**src/rtl/core/assert_macros.svh**
```systemverilog
// assertion macros used by the top-level rtl file
`ifndef ASSERT_MACROS_SVH
`define ASSERT_MACROS_SVH

// plain expression that must hold at every clock edge out of reset
`define MUE_ASSERT_COMB(lbl, expr, msg) \
    lbl: assert property (@(posedge i_clk) disable iff (!i_rst_n) (expr)) else $error(msg);

// temporal property checked at every clock edge out of reset
`define MUE_ASSERT_PROP(lbl, prop, msg) \
    lbl: assert property (@(posedge i_clk) disable iff (!i_rst_n) prop) else $error(msg);

`endif

```
**src/rtl/core/mue_ram.sv**
```systemverilog
// generic single-port-write ram with registered read
`timescale 1ns / 1ps

module mue_ram #(
    parameter int WIDTH = 8,
    parameter int DEPTH = 256
) (
    input  logic                                   i_clk,
    input  logic                                   i_we,
    input  logic [((DEPTH > 1) ? $clog2(DEPTH) : 1)-1:0] i_waddr,
    input  logic [WIDTH-1:0]                       i_wdata,
    input  logic                                   i_re,
    input  logic [((DEPTH > 1) ? $clog2(DEPTH) : 1)-1:0] i_raddr,
    output logic [WIDTH-1:0]                       o_rdata
);

    logic [WIDTH-1:0] r_mem [DEPTH];
    logic [WIDTH-1:0] r_rdata;

    always_ff @(posedge i_clk) begin
        if (i_we) begin
            r_mem[i_waddr] <= i_wdata;
        end
        if (i_re) begin
            r_rdata <= r_mem[i_raddr];
        end
    end

    assign o_rdata = r_rdata;

endmodule

```
**config.mk**
```make
export PLATFORM = sky130hd
export DESIGN_NAME = mue_ram
export DESIGN_NICKNAME = d
export VERILOG_FILES = /design/src/rtl/core/assert_macros.svh /design/src/rtl/core/mue_ram.sv
export SDC_FILE = /design/constraint.sdc
export NUM_CORES = 2
export LEC_CHECK = 0
export ABC_CLOCK_PERIOD_IN_PS = 2900
export BUFFER_PORTS_ARGS = -buffer_cell sky130_fd_sc_hd__buf_4
export CORE_MARGIN = 1.5
export CORE_UTILIZATION = 50
export DETAILED_ROUTE_END_ITERATION = 7
export PLACE_DENSITY = 0.65
export REMOVE_ABC_BUFFERS = 1
export SYNTH_ARGS = -nofsm -noshare
export SYNTH_HDL_FRONTEND = slang
export SYNTH_SLANG_ARGS = --single-unit
```
**constraint.sdc**
```tcl
create_clock -name i_clk -period 2.9 [get_ports i_clk]
set_input_delay 0.29 -clock i_clk [delete_from_list [all_inputs] [get_ports i_clk]]
set_output_delay 0.29 -clock i_clk [all_outputs]
set_load 0.03 [all_outputs]
```
======== Word-level counts from Yosys, hierarchy flattened ========
Memory sizes are Yosys's and may differ from the RTL's. A register that Yosys moved wholly into a read port is not among the register bits.
Cells that the tools add are included.
word-level totals
  flip-flop bits (word level) ............. 0
  bits in writable memories ............... 2048
  input port bits ......................... 27
  output and inout port bits .............. 8
  logic and storage cells ................. 3
  memories ................................ 1
operators by class
  mux-type cells .......................... 2
memory list
  name   depth  bits a word  read ports  clocked after Yosys merged registers in  write ports  line           source
  r_mem  256    8            1           1                                        1            mue_ram.sv:17  logic [WIDTH-1:0] r_mem [DEPTH];
operator list
  operator  number
  $mux 1    2

======== Depth between registers and ports, before layout ========
  word-level depth ........................ 2
  mapped depth ............................ 11
  depth with buffers taken out ............ 6

======== Least setup slack after synthesis ========
OpenSTA, ideal clock, no wires.
  path kind ............................... input -> register
  from .................................... input port i_raddr[0] in the netlist's numbering
  to ...................................... register r_rdata[2], in the netlist o_rdata[2], read port of r_mem (data pin)
  setup time .............................. 269 ps
  arrival ................................. 2097 ps
  data required time ...................... 2631 ps
  path slack .............................. 534 ps
  cell stages on the path ................. 9
  buffers on the path ..................... 4
  path through ............................ buf_6 buf_12 buf_8 buf_2 mux4_2 a22oi_1 a21oi_1 nor4_1 nor4_2
RTL lines
  element          line           source
  start, declared  mue_ram.sv:13  input logic [((DEPTH > 1) ? $clog2(DEPTH) : 1)-1:0] i_raddr,
  end, declared    mue_ram.sv:18  logic [WIDTH-1:0] r_rdata;

==> results.sh <==
export IMPL_cp_common_cell="mux4_2"
export IMPL_finalClockSkew_ns=0.0364
export IMPL_synth_simple_gate_area_share_pct=2.63
export IMPL_ant_nets=0
export IMPL_vdd_drop_max_mv=0.637
export IMPL_yosysUniqueCellTypes=54
export IMPL_seqCellArea_um2=61700
export IMPL_multi_input_area_um2=16500
export IMPL_num_io_pins=35
export IMPL_async_flop_share_pct=0
export IMPL_hold_slack_ns=-0.00885
export IMPL_synth_top_cell_by_area="edfxtp_1"
export IMPL_gr_total_overflow=0
export IMPL_synth_seq_cells=2056
export IMPL_reg2reg_to="o_rdata[1]$_DFFE_PP_"
export IMPL_ys_warn_count=0
export IMPL_synth_compound_area_share_pct=3.42
export IMPL_cts_tree="yes"
export IMPL_drt_first_pass_iters=6
export IMPL_drive_above_1_share_pct=30.3
export IMPL_clk_pin_slew_ns=0.06
export IMPL_rsz0062_at_grt="no"
export IMPL_via_count=40200
export IMPL_coreArea_um2=158000
export IMPL_slowest_delay_ns=0.63
export IMPL_die_h_um=402
export IMPL_numCtsBuffers=198
export IMPL_critPathRequiredTime_ns=3.45
export IMPL_min_path_cells=1
export IMPL_seq_area_frac_synth_pct=77.5
export IMPL_die_area_um2=162000
export IMPL_fillers=11300
export IMPL_die_width_um=402
export IMPL_synthMuxAreaShare_pct=14.6
export IMPL_drc=0
export IMPL_synth_top_family_by_area="multiplexers"
export IMPL_clock_latency_ns=0.83
export IMPL_hold_path_class="in2reg"
export IMPL_stdcell_area_um2=92700
export IMPL_hpwl_um=127000
export IMPL_outcome="finished with violations"
export IMPL_final_hold_viol_count=4
export IMPL_reg2reg_slack_ns=0.14
export IMPL_clock_sinks=2056
export IMPL_worstMarginPinSlew_ns=1.01
export IMPL_post_route_min_period_ns=2.76
export IMPL_synth_adder_area_share_pct=0
export IMPL_grt_use_total_pct=24.4
export IMPL_critPathMaxFanout=1
export IMPL_timing_rr_start="r_mem[67][1]$_DFFE_PP_"
export IMPL_drtIter0Drc=4794
export IMPL_gp_congestion=0.887
export IMPL_synth_xor_area_share_pct=0
export IMPL_grt_pass1_vias=40500
export IMPL_antenna_found_initial=9
export IMPL_htree_num_levels=4
export IMPL_crit_chain="mux4_2 > mux4_2 > nor2b_1 > nor4_2 > buf_4 > nor4_1"
export IMPL_slew_violations=0
export IMPL_wirelength_um=197000
export IMPL_numPortBuffers=34
export IMPL_synth_edf_count=2056
export IMPL_placed_cell_area_um2=86200
export IMPL_violations="hold timing"
export IMPL_period_share_pct=95.1
export IMPL_cp_start_kind="flop"
export IMPL_cp_data_arrival_time_ns=3.31
export IMPL_min_from="i_wdata[6]"
export IMPL_p_per_area_nw_per_um2=663
export IMPL_synth_area_leaders="edfxtp_1 78%, mux4_2 13%, mux2i_1 1.7%"
export IMPL_yosys_most_used_dff="edfxtp_1"
export IMPL_nNetsFinal=4334
export IMPL_p_leak_nw=29.8
export IMPL_clock_path_buffers=3
export IMPL_grt_start_max_net_pins=122
export IMPL_critical_path_class="reg2reg"
export IMPL_syn_area_per_cell_um2=21.3
export IMPL_max_cap_violations=0
export IMPL_yosysTopAreaCellShare_pct=77.5
export IMPL_slew_headroom_pct=32.6
export IMPL_rr_worst_depth=6
export IMPL_initial_core_util_pct=50.3
export IMPL_tns_ns=0
export IMPL_wire_per_inst_um=30.0
export IMPL_grt_pass1_wl_um=285000
export IMPL_cp_slowest_cell="nor4_2"
export IMPL_cts_post_setup_buffers_inserted=0
export IMPL_syn_area_um2=79600
export IMPL_crit_family="multiplexers"
export IMPL_synthesis_instances=3733
export IMPL_vias_per_cell=6.14
export IMPL_crit_buf_inv=1
export IMPL_fmax_mhz=363
export IMPL_rows=146
export IMPL_clock_root_buffer="clkbuf_16"
export IMPL_cp_end_kind="flop"
export IMPL_setup_viol=0
export IMPL_synthToLayoutAreaGrowth_pct=16.4
export IMPL_hold_path_end="r_mem[59][6]$_DFFE_PP_"
placed cells by master, fill, tap and decap left out, drive strengths merged, types with 12 or more instances in the layout:
cell	netlist	routed
a211oi	16	16
a21oi	96	96
a221oi	14	14
a22oi	133	133
buf	122	599
bufinv	0	19
clkbuf	111	243
clkinv	1	85
edfxtp	2056	2056
mux2i	134	134
mux4	456	456
nand2	33	33
nand3	34	34
nor2	282	282
nor2b	31	31
nor3	22	22
nor4	27	27
o21ai	12	12
o221ai	47	47
o22ai	28	28
state kept, by name, summed over array words and instances (netlist names):
signal,flops
o_rdata,8
r_mem,2048
area by class of cell:
cell class                 count  area share (%)
inverter                       2         0.00810
antenna                        4          0.0108
clock buffer                 243            5.60
tap                         2072            2.80
timing repair buffer         607            5.87
multi-input combinational   1442            17.8
sequential                  2056            66.6
clock inverter               120            1.29
where the power goes:
part | total, W | internal, W | switching [W] | leakage [nW]
clock network | 0.0253 | 0.0144 | 0.0109 | 3.11
logic | 0.00329 | 0.00130 | 0.00200 | 8.16
registers | 0.0328 | 0.0328 | 0.0000505 | 18.5
timing repair:
| item | in CTS | in global routing |
|---|---|---|
| hold buffers | 8 | 0 |
| setup endpoints to repair | 1 | 0 |
| resized for setup | 1 | 0 |
| hold endpoints to repair | 489 | 0 |
cell families (layout without fill, tap and decap cells):
kind of cell | Yosys count | in the layout
multiplexers | 591 | 591
AO/OA/AOI/OAI | 385 | 385
other | 0 | 4
AND/OR/NAND/NOR | 466 | 466
buffers and inverters | 235 | 972
flip-flops | 2056 | 2056
synthesized netlist by cell type, types with 3 or more instances:
master	n
nand2b_1	8
a22o_1	8
o22a_1	5
nor3_1	22
o32ai_1	4
a22oi_1	133
buf_12	8
or2_2	4
o221ai_1	46
clkbuf_1	111
o21ai_0	10
a21oi_1	96
and2_1	6
nand3_1	34
o22ai_1	28
buf_1	22
nor2_1	282
buf_2	31
buf_6	21
mux4_2	454
buf_4	27
nor4_1	24
o211ai_1	10
mux2i_1	134
buf_8	13
nand2_1	33
a211oi_1	16
nand4_1	10
nor2b_1	31
nor4_2	3
a221oi_1	13
edfxtp_1	2056
layer usage:
| layer | track usage, % | part of all wire (%) | vias to the layer above |
|---|---|---|---|
| met1 | 34.1 | 40 | 21200 |
| li1 | - | - | 16900 |
| met5 | 0 | 0.012 | - |
| met2 | 39.3 | 49 | 1814 |
| met3 | 4.34 | 8.1 | 365 |
| met4 | 8.31 | 3.5 | 4 |
worst max-delay path by stage:
| stage | from | to | slack, ns | cells after the start |
|---|---|---|---|---|
| after floorplan | i_raddr[2] | o_rdata[6]$_DFFE_PP_ | 0.12 | 6 |
| after global placement | i_raddr[0] | o_rdata[1]$_DFFE_PP_ | -0.79 | 9 |
| after detailed placement | i_raddr[0] | o_rdata[1]$_DFFE_PP_ | -0.78 | 9 |
| after CTS | r_mem[67][1]$_DFFE_PP_ | o_rdata[1]$_DFFE_PP_ | 0.18 | 6 |
| after global routing | r_mem[210][3]$_DFFE_PP_ | o_rdata[3]$_DFFE_PP_ | 0.15 | 8 |
| final | r_mem[67][1]$_DFFE_PP_ | o_rdata[1]$_DFFE_PP_ | 0.14 | 6 |
through the flow:
stage | worst slack [ns] | util, % | hold slack (ns) | std cells | total power, W
after floorplan | 0.117 | - | 0.389 | 3500 | 0.0346
after global placement | -0.794 | 54.5 | 0.645 | 6171 | 0.0367
after detailed placement | -0.784 | 54.5 | 0.649 | 6171 | 0.0367
after CTS | 0.181 | 58.6 | 0.00742 | 6542 | 0.0618
after global routing | 0.148 | 58.6 | 0.0232 | 6544 | 0.0631
final | 0.142 | 58.6 | -0.00885 | 6546 | 0.0614
No activity file was read; power rests on OpenSTA's default activity.
