`src/rtl/core/assert_macros.svh`:
```
// assertion macros used by the top-level rtl file
`ifndef ASSERT_MACROS_SVH
`define ASSERT_MACROS_SVH

// plain expression that must hold at every clock edge out of reset
`define MUE_ASSERT_COMB(lbl, expr, msg) \
    lbl: assert property (@(posedge i_clk) disable iff (!i_rst_n) (expr)) else $error(msg);

// temporal property checked at every clock edge out of reset
`define MUE_ASSERT_PROP(lbl, prop, msg) \
    lbl: assert property (@(posedge i_clk) disable iff (!i_rst_n) prop) else $error(msg);

`endif

```
`src/rtl/core/mue_pkg.sv`:
```
// types, codes and reset values for the terminal context table
`timescale 1ns / 1ps

package mue_pkg;

    localparam int UE_SLOTS_DEF = 256;

    localparam logic [1:0] ST_IDLE = 2'd0;
    localparam logic [1:0] ST_REG  = 2'd1;
    localparam logic [1:0] ST_CONN = 2'd2;

    localparam logic [1:0] MODE_INIT = 2'd0;
    localparam logic [1:0] MODE_DL   = 2'd1;
    localparam logic [1:0] MODE_TICK = 2'd2;
    localparam logic [1:0] MODE_POLL = 2'd3;

    localparam logic [7:0] CODE_REQ   = 8'h10;
    localparam logic [7:0] CODE_RESP  = 8'h11;
    localparam logic [7:0] CODE_PAGE  = 8'h15;
    localparam logic [7:0] MASK_RAND  = 8'h01;
    localparam logic [7:0] MASK_SHORT = 8'h02;

    localparam logic [11:0] HOLD_RESET = 12'd500;
    localparam logic [48:0] BASE_RESET = 49'd452040000000001;
    localparam logic [47:0] MS_MAX     = 48'hFFFF_FFFF_FFFF;

    typedef struct packed {
        logic [1:0]  st;
        logic [39:0] sid;
        logic [11:0] hold;
        logic [47:0] dl;
        logic        pend;
    } t_entry;

    localparam t_entry ENTRY_RESET = '{
        st:   ST_IDLE,
        sid:  40'd0,
        hold: HOLD_RESET,
        dl:   48'd0,
        pend: 1'b1
    };

    typedef struct packed {
        logic [1:0]  mode;
        logic [7:0]  ue_index;
        logic [7:0]  msg_id;
        logic [7:0]  msg_bitmask;
        logic [39:0] msg_short_id;
        logic [11:0] hold_ms;
    } t_item;

    typedef struct packed {
        logic        uplink_valid;
        logic [7:0]  ul_msg_id;
        logic [7:0]  ul_bitmask;
        logic [7:0]  ul_ue_index;
        logic [49:0] ul_identity;
        logic [39:0] ul_short_id;
        logic [1:0]  ue_state_out;
    } t_result;

endpackage

```
`src/rtl/core/mue_ctx_upd.sv`:
```
// context update: expiry, init, downlink, poll and the result fields
`timescale 1ns / 1ps

module mue_ctx_upd (
    input  mue_pkg::t_entry  i_entry,
    input  mue_pkg::t_item   i_item,
    input  logic [47:0]      i_now,
    input  logic [48:0]      i_base,
    input  logic             i_in_range,
    output mue_pkg::t_entry  o_entry,
    output mue_pkg::t_result o_result
);

    always_comb begin
        mue_pkg::t_entry  v_e;
        mue_pkg::t_result v_r;
        logic [48:0]      v_sum;

        v_e   = i_entry;
        v_r   = '0;
        v_sum = {1'b0, i_now} + 49'(i_entry.hold);

        // registered entry past its deadline drops back to idle
        if (v_e.st == mue_pkg::ST_REG && v_e.dl != 48'd0 && i_now >= v_e.dl) begin
            v_e.st   = mue_pkg::ST_IDLE;
            v_e.pend = 1'b0;
            v_e.dl   = 48'd0;
        end

        case (i_item.mode)
            mue_pkg::MODE_INIT: begin
                v_e      = mue_pkg::ENTRY_RESET;
                v_e.hold = i_item.hold_ms;
            end
            mue_pkg::MODE_DL: begin
                if (v_e.st != mue_pkg::ST_CONN) begin
                    if (i_item.msg_id == mue_pkg::CODE_RESP) begin
                        if (v_e.st == mue_pkg::ST_IDLE && v_e.sid == 40'd0 &&
                            i_item.msg_bitmask == mue_pkg::MASK_RAND) begin
                            v_e.sid = i_item.msg_short_id;
                            v_e.st  = mue_pkg::ST_REG;
                            v_e.dl  = v_sum[48] ? mue_pkg::MS_MAX : v_sum[47:0];
                        end else if (v_e.st == mue_pkg::ST_IDLE &&
                                     i_item.msg_bitmask == mue_pkg::MASK_SHORT) begin
                            v_e.st = mue_pkg::ST_CONN;
                        end
                    end else if (i_item.msg_id == mue_pkg::CODE_PAGE) begin
                        if (i_item.msg_short_id == v_e.sid) begin
                            v_e.pend = 1'b1;
                            if (v_e.st == mue_pkg::ST_REG) begin
                                v_e.st = mue_pkg::ST_IDLE;
                                v_e.dl = 48'd0;
                            end
                        end
                    end
                end
            end
            mue_pkg::MODE_POLL: begin
                if (v_e.st == mue_pkg::ST_IDLE && v_e.pend) begin
                    v_r.uplink_valid = 1'b1;
                    v_r.ul_msg_id    = mue_pkg::CODE_REQ;
                    v_r.ul_bitmask   = (v_e.sid == 40'd0) ? mue_pkg::MASK_RAND
                                                          : mue_pkg::MASK_SHORT;
                    v_r.ul_ue_index  = i_item.ue_index;
                    v_r.ul_identity  = 50'(i_base) + 50'(i_item.ue_index);
                    v_r.ul_short_id  = v_e.sid;
                    v_e.pend         = 1'b0;
                end
            end
            default: begin
            end
        endcase

        v_r.ue_state_out = v_e.st;

        o_entry  = v_e;
        o_result = i_in_range ? v_r : '0;
    end

endmodule

```
`config.mk`:
```
export PLATFORM = sky130hd
export DESIGN_NAME = mue_ctx_upd
export DESIGN_NICKNAME = d
export VERILOG_FILES = /design/src/rtl/core/assert_macros.svh /design/src/rtl/core/mue_pkg.sv /design/src/rtl/core/mue_ctx_upd.sv
export SDC_FILE = /design/constraint.sdc
export NUM_CORES = 1
export LEC_CHECK = 0
export BUFFER_PORTS_ARGS = -buffer_cell sky130_fd_sc_hd__buf_2
export CORE_AREA = 2 2 195 197
export DETAILED_ROUTE_END_ITERATION = 16
export DIE_AREA = 0 0 197 199
export GPL_ROUTABILITY_DRIVEN = 0
export PLACE_DENSITY = 0.51
export SLEW_MARGIN = 15
export SYNTH_ARGS = -nofsm -noshare
export SYNTH_HDL_FRONTEND = slang
export SYNTH_SLANG_ARGS = --single-unit
```
`constraint.sdc`:
```
create_clock -name vclk -period 5.8
set_input_delay 1.16 -clock vclk [all_inputs]
set_output_delay 1.16 -clock vclk [all_outputs]
set_load 0.02 [all_outputs]
```
# After elaboration in Yosys (flattened, before gate mapping)
# Cells that the tools add are included.
totals:
  ram_bits: 0
  inputBits: 279
  regBits: 0
  output_inout_bits: 220
  latch_bits: 0
  n_memories: 0
  romBits: 0
  elab_cells: 51
classes:
  reduce_logical: 10
  bitwise_logic: 0
  n_mul: 0
  muxes: 28
  div: 0
  n_shift: 0
  n_eq_ne: 10
  order_cmp: 1
  n_addsub: 2
op_table:
  columns: ["op", "n"]
  rows:
  - ["115-bit 2-to-1 mux", 2]
  - ["49-bit 2-to-1 mux", 4]
  - ["48-bit 2-to-1 mux", 4]
  - ["117-bit 2-to-1 mux", 1]
  - ["48-bit case mux with 2 select lines", 1]
  - ["42-bit case mux with 2 select lines", 1]
  - ["40-bit 2-to-1 mux", 2]
  - ["49-bit by 8-bit adder with 50-bit output", 1]
  - ["48-bit by 12-bit adder with 49-bit output", 1]
  - ["48-bit >= comparator", 1]
  - ["48-bit nonzero test", 1]
  - ["42-bit 2-to-1 mux", 1]
  - ["40-bit equality test", 1]
  - ["40-bit zero test", 1]
  - ["8-bit by 5-bit equality test with 1-bit output (second input constant)", 2]
  - ["2-bit 2-to-1 mux", 8]
  - ["12-bit 2-to-1 mux", 1]
  - ["8-bit by 1-bit equality test with 1-bit output (second input constant)", 1]
  - ["8-bit by 2-bit equality test with 1-bit output (second input constant)", 1]
  - ["2-bit by 1-bit equality test with 1-bit output (second input constant)", 3]
  - ["1-bit logical AND", 6]
  - ["2-bit zero test", 2]
  - ["1-bit case mux with 3 select lines", 1]
  - ["2-bit equality test (second input constant)", 1]
  - ["2 further kinds", 3]

# Depth between registers and ports, before layout
depth:
  ltp_word: 12
  mapped_depth: 13
  depth_no_buf: 11

# Least setup slack after synthesis
# OpenSTA, ideal clock, no wires.
synth_path:
  kind: "input port to output port"
  startpoint: "input port i_entry[49] (netlist name)"
  endpoint: "output port o_entry[46] (netlist name)"
  path_buffers: 2
  path_slack_ps: 560
  t_arrival_ps: 4080
  stages: 13
  required_time_ps: 4640
  cell_sequence: "ha_1 > inv_1 > fa_1 > nor2b_1 > o31ai_1 > and4_1 > clkbuf_1 > or4_1 > o211a_2 > o21ai_2 > buf_6 > a211oi_1 > a211oi_1"
synth_lines:
  columns: ["element", "line_no", "source"]
  rows:
  - ["from (decl)", "mue_ctx_upd.sv:5", "input mue_pkg::t_entry i_entry,"]
  - ["to (decl)", "mue_ctx_upd.sv:10", "output mue_pkg::t_entry o_entry,"]

==> reports/results.md <==
| Step | Parameter | Reported |
|:---|:---|:---|
| sta | Setup repair after global routing missed its margin | true |
| setup path | WP buf/inv | 4 |
| setup path | Arr. time, crit path | 4.52 ns |
| pwr | Highest ir drop seen on vdd | 34.0 uV |
| outcome | Run status | complete, no violations |
| sta | Final-report max-slew violation count | 0 |
| floorplan | Floorplan die area | 0.0392 mm^2 |
| detailed routing | Total wire length | 46600 um |
| setup path | Crit-path max FO | 16 |
| finish | Fillers | 4161 |
| detailed routing | Violation count after the first detailed-route iteration | 609 |
| pwr | Total leakage power | 5.34 nW |
| detailed routing | Antenna-violating nets left | 0 |
| pwr | Net Sw Frac | 63.4% |
| setup path | Most used cell along the critical path | sky130_fd_sc_hd__buf_2 |
| job | Max capacitance violation total | 0 |
| finish | Seq_cells | 0 |
| global route | Total routing usage reported by global routing | 22.2% |
| global route | Leftover overflow at the end of global routing | 0 |
| placed design | Number of input and output port buffers inserted | 486 |
| yosys | Post-synthesis cell area | 0.00763 mm^2 |
| yosys | Total number of yosys warnings | 0 |
| finish | Clk_buf instances | 0 |
| global route | First-pass GRT wire length | 66300 um |
| sta | Highest attainable clock frequency | 176 MHz |
| pwr | Net Switching | 0.494 mW |
| floorplan | Core region area | 0.0371 mm^2 |
| sta | Crit share post-route | 97.9% |
| sta | Count of final hold-check violations | 0 |
| detailed routing | Number of search-and-repair iterations in the first detailed-routing pass | 5 |
| floorplan | Number of placement rows | 71 |
| pwr | Portion of total power attributed to the clock network | 0% |
| yosys | Cell with the most instances after synthesis | sky130_fd_sc_hd__nand2_1 |
| sta | Relative slew slack | 30.7% |
| floorplan | Boundary pin count | 499 |
| pwr | Internal power | 0.285 mW |
| yosys | Post-synth top cells | 98 x sky130_fd_sc_hd__nand2_1, 89 x sky130_fd_sc_hd__a21oi_1, 72 x sky130_fd_sc_hd__inv_1 |
| setup path | Required time of the critical path | 4.64 ns |
| finish | Area of the multi-input gates | 0.00705 mm^2 |
| yosys | Synthesized area per cell | 6.65 um^2 |
| global route | Initial antenna violation count | 3 |
| yosys | Share of synthesized area occupied by flip-flops and latches | 0% |
| yosys | Synthesized instance count | 1148 |
| placed design | Post-detailed-placement half-perimeter wirelength | 39800 um |
| finish | Fraction of final layout cells with drive strength greater than 1 | 41.6% |
| setup path | Kind of end point of the critical path | output port |
| detailed routing | WL/cell | 22.0 um |
| yosys | Cell type with the largest total area after synthesis | sky130_fd_sc_hd__ha_1 |
| pwr | Comb pwr share | 100.0% |
| yosys | Yosys top cell area share | 11.1% |
| yosys | Number of library cell types mapped by synthesis | 81 |
| setup path | Delay-heaviest family, CP | simple AND/OR/NAND/NOR gates |
| setup path | Slowest-stage cell, CP | sky130_fd_sc_hd__nor4_1 |
| pwr | Part of the power in registers | 0% |
| cts | Post-CTS setup-driven buffer insertion count | 0 |
| finish | Number of nets in the layout | 1992 |
| setup path | CP Class | in -> out |
| floorplan | Die X-Extent | 197 um |
| sta | Slew at the pin with the worst max-slew slack | 1.03 ns |
| sta | Shortest period the worst path allows | 5.68 ns |
| sta | Number of setup violations in the final report | 0 |
| finish | Growth of design area from synthesis to finish | 44.1% |
| global route | Number of global-route vias before repair | 10595 |
| floorplan | Initial core utilization | 20.6% |
| pwr | Power density cells | 70.8 mW/mm^2 |
| setup path | Largest incremental delay on the critical path | 0.86 ns |
| detailed routing | Vias | 11063 |
| sta | Sum Neg Setup Slack | 0 ns |
| yosys | Biggest area contributors in the synthesized netlist | sky130_fd_sc_hd__ha_1 11%, sky130_fd_sc_hd__xor2_1 7.7%, sky130_fd_sc_hd__a21oi_1 5.8% |
| setup path | Kind of start point of the critical path | primary input |
| detailed routing | Number of vias per cell | 5.22 |
| pwr | Power consumption | 0.779 mW |
| global route | Maximum number of pins on one net before global-route repair | 44 |
| floorplan | Die extent in y | 199 um |
| finish | Sequential Area | 0 um^2 |
| detailed routing | DRC violations left | 0 |
| setup path | Cell Chain, Critical Path | buf_2 > nor4_1 > nand4_1 > o31ai_1 > a41oi_2 > o31ai_4 > buf_4 > and2_1 > nor3_2 > buf_12 > a211oi_1 > buf_2 |
| hold path | Type of the worst min-delay path | in -> out |
==> power by group through the flow <==
stage / clock network, mW / registers [mW] / logic (mW)
2_1_floorplan: 0 / 0 / 0.400
3_3_place_gp: 0 / 0 / 0.766
3_5_place_dp: 0 / 0 / 0.770
4_1_cts: 0 / 0 / 0.775
5_1_grt: 0.0000000462 / 0 / 0.843
6_report: 0.0000000693 / 0 / 0.779
==> what timing repair did <==
item,CTS,global route
gates resized for setup,0,1
hold buffers,0,0
endpoints found under the setup margin,0,1
==> final timing paths <==
path / start / to / cells after the start / slack [ns]
max: i_entry[28] / o_entry[6] / 12 / 0.12
min: i_item[1] / o_entry[50] / 4 / 2.65
==> layout make-up <==
class	instances	share of cell area (%)
multi-input combinational	1011	64.1
timing repair buffer	557	28.0
tap	474	5.39
inverter	73	2.49
antenna	3	0.0682
==> cells in the final DEF, fill, tap and decap left out, drive strengths merged, types with 29 or more instances in the layout <==
master | Yosys | final
buf | 29 | 557
a21oi | 130 | 130
nand2 | 98 | 98
nor2 | 79 | 79
inv | 73 | 73
ha | 68 | 68
xor2 | 67 | 67
and2 | 61 | 61
o21ai | 52 | 52
nand3 | 42 | 42
nor4 | 40 | 40
nand4 | 39 | 39
a211oi | 37 | 37
or4 | 29 | 29
==> per-stage QoR <==
stage                     cell area (um^2)  worst slack [ns]  hold slack (ns)  util, %  instances
after global placement               11000             0.192             2.65     29.6       2115
after CTS                            11000             0.161             2.66     29.6       2115
after floorplan                       7680             0.560             2.49        -       1160
after global routing                 11000          -0.00587             2.68     29.6       2117
after detailed placement             11000             0.166             2.66     29.6       2115
final                                11000             0.120             2.65     29.6       2118
==> cells by family (layout without fill, tap and decap cells) <==
| logic type | Yosys count | after routing | synth area share (%) |
|---|---|---|---|
| compound gates | 334 | 334 | 30.9 |
| other cells | 1 | 16 | 0.0491 |
| buf+inv | 149 | 630 | 8.82 |
| fa+ha+maj | 70 | 70 | 11.7 |
| xor+xnor | 90 | 90 | 10.3 |
| simple gates | 488 | 488 | 36.0 |
| mux | 16 | 16 | 2.28 |
==> layer usage <==
layer / track usage [%] / part of all wire (%) / vias to the layer above
met2: 41.6 / 50 / 543
met4: 9.86 / 5.0 / 0
met3: 2.75 / 6.8 / 77
li1: - / - / 5239
met5: 0 / 0 / -
met1: 25.1 / 38 / 5204
(Power assumes the default switching activity.)
